==> src/rtl/core/deq_pkg.sv <==
// ----------------------------------------------------------------------------
// deq_pkg
// Shared types and codes of the double-ended queue engine: the command and
// result transaction layouts, opcodes, status codes and the cell shift modes.
// ----------------------------------------------------------------------------
package deq_pkg;

    // opcodes carried by a command transaction
    localparam logic [2:0] OP_SHOW_FWD   = 3'd0;
    localparam logic [2:0] OP_SHOW_REV   = 3'd1;
    localparam logic [2:0] OP_PUSH_FRONT = 3'd2;
    localparam logic [2:0] OP_PUSH_BACK  = 3'd3;
    localparam logic [2:0] OP_POP_FRONT  = 3'd4;
    localparam logic [2:0] OP_POP_BACK   = 3'd5;
    localparam logic [2:0] OP_CLEAR      = 3'd6;

    // result status codes
    localparam logic [1:0] ST_OK    = 2'd0;
    localparam logic [1:0] ST_EMPTY = 2'd1;
    localparam logic [1:0] ST_FULL  = 2'd2;

    // command transaction
    typedef struct packed {
        logic [2:0]         opcode;
        logic signed [31:0] value;
    } t_deq_in;

    // result transaction
    typedef struct packed {
        logic [1:0]         status;
        logic signed [31:0] element;
        logic               last;
    } t_deq_out;

    // what every cell of the chain does at each clock edge
    typedef enum logic [1:0] {
        CM_HOLD  = 2'd0,  // keep contents
        CM_SHR   = 2'd1,  // take left neighbor, cell 0 takes insert data
        CM_SHL   = 2'd2,  // take right neighbor, tail cell takes insert data
        CM_WRITE = 2'd3   // cell just past the tail takes insert data
    } t_cell_mode;

endpackage

==> src/rtl/core/deq_cell.sv <==
// ----------------------------------------------------------------------------
// deq_cell
// One storage cell of the queue chain. Holds one element and loads from its
// left or right neighbor, or from the insert bus, as the broadcast mode says.
// ----------------------------------------------------------------------------
module deq_cell #(
    parameter int DATA_BITS = 32,
    parameter int CNT_W     = 5,
    parameter int IDX       = 0
) (
    input  logic                        i_clk,
    input  deq_pkg::t_cell_mode         i_mode,
    input  logic [CNT_W-1:0]            i_count,
    input  logic signed [DATA_BITS-1:0] i_left,
    input  logic signed [DATA_BITS-1:0] i_right,
    input  logic signed [DATA_BITS-1:0] i_ins,
    output logic signed [DATA_BITS-1:0] o_data
);
    import deq_pkg::*;

    logic signed [DATA_BITS-1:0] r_data;
    logic                        w_is_tail;
    logic                        w_is_next;

    // local position compares against the fill count
    assign w_is_tail = (i_count == CNT_W'(IDX + 1));
    assign w_is_next = (i_count == CNT_W'(IDX));

    // element register, no reset: contents are undefined until written
    always_ff @(posedge i_clk) begin
        case (i_mode)
            CM_HOLD: begin
                r_data <= r_data;
            end
            CM_SHR: begin
                r_data <= i_left;
            end
            CM_SHL: begin
                if (w_is_tail) begin
                    r_data <= i_ins;
                end else begin
                    r_data <= i_right;
                end
            end
            CM_WRITE: begin
                if (w_is_next) begin
                    r_data <= i_ins;
                end
            end
            default: begin
                r_data <= r_data;
            end
        endcase
    end

    assign o_data = r_data;

endmodule

==> src/rtl/core/double_ended_queue_engine.sv <==
// ----------------------------------------------------------------------------
// double_ended_queue_engine
// Bounded double-ended queue built as a chain of shifting cells, cell 0 being
// the front. Push/pop/clear give one result, a show streams all elements.
// ----------------------------------------------------------------------------
// results: every result is registered; push, pop and clear answer in the
//   cycle after the command is taken, a show first enters its show state
//   and from there streams one element per cycle
// busy: push, pop and clear keep busy low, so they can run back to back; a
//   show of n stored elements holds busy high while the cell chain rotates once
// reset: synchronous active low, empties the queue; cells keep no reset, and
//   results cannot be stalled: o_strobe marks each result for a single cycle
module double_ended_queue_engine #(
    parameter int DEPTH     = 16,
    parameter int DATA_BITS = 32
) (
    input  logic              i_clk,
    input  logic              i_rst_n,
    input  logic              start,
    output logic              busy,
    input  deq_pkg::t_deq_in  i_cmd,
    output logic              o_strobe,
    output deq_pkg::t_deq_out o_result
);
    import deq_pkg::*;

    localparam int CNT_W = $clog2(DEPTH + 1);
    localparam int IDX_W = $clog2(DEPTH);

    typedef enum logic [1:0] {
        S_IDLE = 2'b01,
        S_SHOW = 2'b10
    } t_state;

    t_state                      r_state, n_state;
    logic [CNT_W-1:0]            r_count, n_count;
    logic [CNT_W-1:0]            r_remain, n_remain;
    logic                        r_rev, n_rev;
    logic                        r_strobe, n_strobe;
    t_deq_out                    r_result, n_result;

    t_cell_mode                  w_mode;
    logic signed [DATA_BITS-1:0] w_ins;
    logic signed [DATA_BITS-1:0] w_val;
    logic signed [DATA_BITS-1:0] w_front;
    logic signed [DATA_BITS-1:0] w_tail;
    logic [CNT_W-1:0]            w_count_m1;
    logic [IDX_W-1:0]            w_tail_idx;
    logic                        w_accept;
    logic                        w_full;
    logic                        w_empty;
    logic signed [DATA_BITS-1:0] w_cell [DEPTH];

    // cell chain
    for (genvar g = 0; g < DEPTH; g++) begin : g_cell
        logic signed [DATA_BITS-1:0] w_left;
        logic signed [DATA_BITS-1:0] w_right;
        if (g == 0) begin : g_first
            assign w_left = w_ins;
        end else begin : g_mid
            assign w_left = w_cell[g-1];
        end
        if (g == DEPTH - 1) begin : g_end
            assign w_right = '0;
        end else begin : g_body
            assign w_right = w_cell[g+1];
        end
        deq_cell #(
            .DATA_BITS (DATA_BITS),
            .CNT_W     (CNT_W),
            .IDX       (g)
        ) u_cell (
            .i_clk   (i_clk),
            .i_mode  (w_mode),
            .i_count (r_count),
            .i_left  (w_left),
            .i_right (w_right),
            .i_ins   (w_ins),
            .o_data  (w_cell[g])
        );
    end

    // front and tail taps
    assign w_count_m1 = r_count - CNT_W'(1);
    assign w_tail_idx = w_count_m1[IDX_W-1:0];
    assign w_front    = w_cell[0];
    assign w_tail     = w_cell[w_tail_idx];

    assign w_val    = DATA_BITS'(i_cmd.value);
    assign w_accept = start && !busy;
    assign w_full   = (r_count == CNT_W'(DEPTH));
    assign w_empty  = (r_count == '0);

    // command decode and show sequencing
    always_comb begin
        n_state  = r_state;
        n_count  = r_count;
        n_remain = r_remain;
        n_rev    = r_rev;
        n_strobe = 1'b0;
        n_result = '{status: ST_OK, element: '0, last: 1'b1};
        w_mode   = CM_HOLD;
        w_ins    = w_front;
        case (r_state)
            S_IDLE: begin
                if (w_accept) begin
                    case (i_cmd.opcode)
                        OP_SHOW_FWD, OP_SHOW_REV: begin
                            if (w_empty) begin
                                n_strobe        = 1'b1;
                                n_result.status = ST_EMPTY;
                            end else begin
                                n_state  = S_SHOW;
                                n_remain = r_count;
                                n_rev    = (i_cmd.opcode == OP_SHOW_REV);
                            end
                        end
                        OP_PUSH_FRONT: begin
                            n_strobe = 1'b1;
                            if (w_full) begin
                                n_result.status = ST_FULL;
                            end else begin
                                w_mode  = CM_SHR;
                                w_ins   = w_val;
                                n_count = r_count + CNT_W'(1);
                            end
                        end
                        OP_PUSH_BACK: begin
                            n_strobe = 1'b1;
                            if (w_full) begin
                                n_result.status = ST_FULL;
                            end else begin
                                w_mode  = CM_WRITE;
                                w_ins   = w_val;
                                n_count = r_count + CNT_W'(1);
                            end
                        end
                        OP_POP_FRONT: begin
                            n_strobe = 1'b1;
                            if (w_empty) begin
                                n_result.status = ST_EMPTY;
                            end else begin
                                n_result.element = 32'(w_front);
                                w_mode           = CM_SHL;
                                n_count          = w_count_m1;
                            end
                        end
                        OP_POP_BACK: begin
                            n_strobe = 1'b1;
                            if (w_empty) begin
                                n_result.status = ST_EMPTY;
                            end else begin
                                n_result.element = 32'(w_tail);
                                n_count          = w_count_m1;
                            end
                        end
                        OP_CLEAR: begin
                            n_strobe = 1'b1;
                            n_count  = '0;
                        end
                        default: begin
                            n_strobe = 1'b0;
                        end
                    endcase
                end
            end
            S_SHOW: begin
                // emit one end and rotate the occupied cells one step
                n_strobe      = 1'b1;
                n_result.last = (r_remain == CNT_W'(1));
                if (r_rev) begin
                    n_result.element = 32'(w_tail);
                    w_mode           = CM_SHR;
                    w_ins            = w_tail;
                end else begin
                    n_result.element = 32'(w_front);
                    w_mode           = CM_SHL;
                    w_ins            = w_front;
                end
                n_remain = r_remain - CNT_W'(1);
                if (r_remain == CNT_W'(1)) begin
                    n_state = S_IDLE;
                end
            end
            default: begin
                n_state = S_IDLE;
            end
        endcase
    end

    // control registers
    always_ff @(posedge i_clk) begin
        if (!i_rst_n) begin
            r_state  <= S_IDLE;
            r_count  <= '0;
            r_remain <= '0;
            r_rev    <= 1'b0;
            r_strobe <= 1'b0;
        end else begin
            r_state  <= n_state;
            r_count  <= n_count;
            r_remain <= n_remain;
            r_rev    <= n_rev;
            r_strobe <= n_strobe;
        end
    end

    // result payload register
    always_ff @(posedge i_clk) begin
        r_result <= n_result;
    end

    assign busy     = (r_state != S_IDLE);
    assign o_strobe = r_strobe;
    assign o_result = r_result;

    // fill count stays within the chain
    a_count_range: assert property (@(posedge i_clk) disable iff (!i_rst_n)
        r_count <= CNT_W'(DEPTH))
        else $error("fill count beyond depth");

    // a push taken while full answers with full status
    a_push_full: assert property (@(posedge i_clk) disable iff (!i_rst_n)
        (w_accept && w_full && (i_cmd.opcode == OP_PUSH_FRONT ||
            i_cmd.opcode == OP_PUSH_BACK))
        |=> (o_strobe && o_result.status == ST_FULL))
        else $error("push on full queue not flagged");

    // show sequencing never runs with nothing left to emit
    a_show_remain: assert property (@(posedge i_clk) disable iff (!i_rst_n)
        (r_state == S_SHOW) |-> (r_remain != '0))
        else $error("show running with zero remaining");

    // a show leaves the fill count untouched
    a_show_count: assert property (@(posedge i_clk) disable iff (!i_rst_n)
        (r_state == S_SHOW) |=> (r_count == $past(r_count)))
        else $error("fill count changed during show");

    // error results always close their transaction
    a_err_last: assert property (@(posedge i_clk) disable iff (!i_rst_n)
        (o_strobe && o_result.status != ST_OK) |-> o_result.last)
        else $error("error result without last");

endmodule

==> config.mk <==
export PLATFORM = sky130hd
export DESIGN_NAME = double_ended_queue_engine
export DESIGN_NICKNAME = d
export VERILOG_FILES = /design/src/rtl/core/deq_pkg.sv /design/src/rtl/core/deq_cell.sv /design/src/rtl/core/double_ended_queue_engine.sv
export SDC_FILE = /design/constraint.sdc
export NUM_CORES = 2
export LEC_CHECK = 0
export BUFFER_PORTS_ARGS = -buffer_cell sky130_fd_sc_hd__buf_2
export CORE_ASPECT_RATIO = 0.75
export CORE_MARGIN = 3
export CORE_UTILIZATION = 50
export CTS_CLUSTER_SIZE = 14
export DETAILED_ROUTE_END_ITERATION = 10
export PLACE_DENSITY = 0.75
export SLEW_MARGIN = 0
export SYNTH_ARGS = -nofsm -noshare
export SYNTH_HDL_FRONTEND = slang
export SYNTH_HIERARCHICAL = 1
export SYNTH_SLANG_ARGS = --single-unit
==> constraint.sdc <==
create_clock -name i_clk -period 8.99 [get_ports i_clk]
set_input_delay 1.798 -clock i_clk [delete_from_list [all_inputs] [get_ports i_clk]]
set_output_delay 1.798 -clock i_clk [all_outputs]
set_load 0.05 [all_outputs]
==> metrics.yaml <==
status: "complete, no violations"
die_x_um: 354
arrival_ps: 6130
layout_setup_ws_ps: 3390
synth.distinct_cells: 92
slew_headroom_pct: 14.4
maxCapViolCount: 0
ys_ff_latch: 561
grt_max_degree: 233
rsz0062_at_grt: "false"
viasPerCell: 6.89
rows: 95
postRouteWirelength_mm: 155
antenna_found_initial: 2
fin_skew_ps: 29.4
synth_top_family_by_area: "compound AO/OA/AOI/OAI gates"
drtIter0Drc: 7345
wl_per_cell_um: 25.5
async_flop_share_pct: 0
port_buffers: 74
vias: 41934
synth_edf_count: 512
yosys.area_share.simple_pct: 22.0
area_growth_pct: 4.53
synth-compound-area-share_pct: 26.4
io_pins: 75
crit_type: "reg2reg"
synth_ff_type: "edfxtp_1"
hp-class: "reg2reg"
dp.cells: 5978
finalInstanceArea_um2: 47600
synthAdderAreaFrac_pct: 0.303
worstPathMaxFanout: 62
grt_overflow: 0
worstMarginPinSlew_ps: 1280
placed_cell_area_um2: 45600
yosysWarnings: 6
nNetsFinal: 4875
numCtsBuffers: 58
holdBufCountCts: 0
cts_tree: "done"
vdd_ir_drop_max_mv: 0.189
clk_path_buf_depth: 3
finalNonFillerCells: 6087
place_congestion: 0.891
drv_slew: 0
clk_latency_ps: 670
start_kind: "register"
clkTransAtPathRegs_ps: 70
dr.pass1.iters: 7
ff2ff_setup_slack_ps: 3390
place_hpwl_mm: 89.2
place_worst_setup_slack_ps: 3570
post_cts_resized: 0
n_fill_cell: 8177
synth_largest_area_cell: "edfxtp_1"
rr_worst_depth: 10
syn_avg_cell_area_um2: 8.92
drive_gt1_share_pct: 12.2
finalSetupTns_ps: 0
core_area_um2: 89900
worst_setup_path_end_kind: "register"
p_per_area_nw_per_um2: 221
p_leak_nw: 15.4
clkSinkCount: 561
grt.total_usage_pct: 31.5
ant_nets: 0
period_share_pct: 62.3
drcViolationCount: 0
min_path_cells: 2
yosysTopAreaCellShare_pct: 33.8
cts_htree_levels: 2
ys_top_cells_by_area: "edfxtp_1 34%, nand2_1 7.4%, nor2b_1 7.1%"
start_util_pct: 50.6
grt_first_pass_wirelength_mm: 236
max_freq_mhz: 178
required_ps: 9510
syn_area_um2: 45500
post_cts_buffers: 0
die_area_um2: 94700
hold_violations: 0
grt_pass1_vias: 38701
setup_violations: 0
yosysSeqAreaShare_pct: 36.0
die_h_um: 267
final_core_util_pct: 52.9
synthMuxAreaShare_pct: 7.93
synthCells: 5103
synth-xor-area-share_pct: 0.138
cts_root_buf: "clkbuf_16"
finalCriticalPeriod_ps: 5600
[worst max-delay path, stage by stage, from the launching register on]
cell and delay, ps:
dfxtp_4 830, inv_2 520, ha_4 960, buf_4 690, mux4_2 330, mux2i_1 90, o211ai_1 980, buf_4 370
nor4bb_1 250, a22oi_1 100, a31oi_1 210
[layer usage]
metal	routed length [um]	track usage, %
met1	60100	44.3
met2	66800	47.0
met3	22000	7.58
met4	6520	11.9
met5	0	0
[cell usage in the layout (no fill, tap or decap), drive strengths merged, types with 17 or more instances in the layout]
cell type,instances
nor4bb,58
clkbuf,83
nor2b,515
buf,191
nand2,896
nor2,265
mux2i,49
o211ai,63
mux2,21
conb,32
and2,129
o31a,64
nand3b,20
clkinv,21
dfxtp,49
a211oi,240
o21ai,527
a31oi,257
a21oi,24
a41oi,124
a22oi,87
nand2b,32
edfxtp,512
mux4,128
a211o,257
inv,80
o21a,17
[final timing paths]
kind | startpoint | to
hold reg to reg | r_state[1] | r_state[1]
hold / removal | r_state[1] | r_state[1]
setup / recovery | r_count[0] | g_cell[11].u_cell/o_data[2]
setup reg to reg | r_count[0] | g_cell[11].u_cell/o_data[2]
[registers in the layout, summed over array words and instances, names as in the netlist]
register,count
g_cell.u_cell/o_data,512
o_result,35
r_count,5
r_remain,5
r_state,2
o_strobe,1
r_rev,1
[per-stage QoR]
step	hold slack (ps)	total power [mW]
6_report	492	10.5
5_1_grt	541	10.9
4_1_cts	493	10.4
3_5_place_dp	484	7.82
3_3_place_gp	476	7.71
2_1_floorplan	460	6.65
[logic make-up (layout without fill, tap and decap cells)]
kind of cell / Yosys count / in the layout
adder cells (fa/ha/maj): 11 / 11
multiplexers: 198 / 198
flip-flops: 561 / 561
other: 1 / 33
AND/OR/NAND/NOR: 1980 / 1980
XOR/XNOR: 5 / 5
AO/OA/AOI/OAI: 1708 / 1708
buffers and inverters: 639 / 379
[power breakdown]
group / switching (mW) / total, mW / internal, mW
registers: 0.316 / 3.70 / 3.38
clock network: 1.16 / 2.56 / 1.40
logic: 2.81 / 4.23 / 1.42
[synth_stat cells, types with 117 or more instances]
library cell and count:
a211o_1 205, a211oi_1 240, a31oi_1 257, and2_1 129, buf_2 117, clkbuf_1 305
edfxtp_1 512, mux4_2 128, nand2_1 896, nor2_1 265, nor2b_1 515, o21ai_0 250
o21ai_1 257
[area by class of cell]
cell class / instances / area [um2] / area share [%]
Multi-Input combinational cell: 3934 / 26100 / 54.8
Antenna cell: 1 / 2.50 / 0.00526
Sequential cell: 561 / 16400 / 34.4
Inverter: 80 / 300 / 0.631
Tap cell: 1212 / 1520 / 3.19
Timing Repair Buffer: 191 / 1390 / 2.92
Clock buffer: 83 / 1740 / 3.66
Clock inverter: 25 / 174 / 0.366
Note: power is estimated with default switching activity, not from simulation.
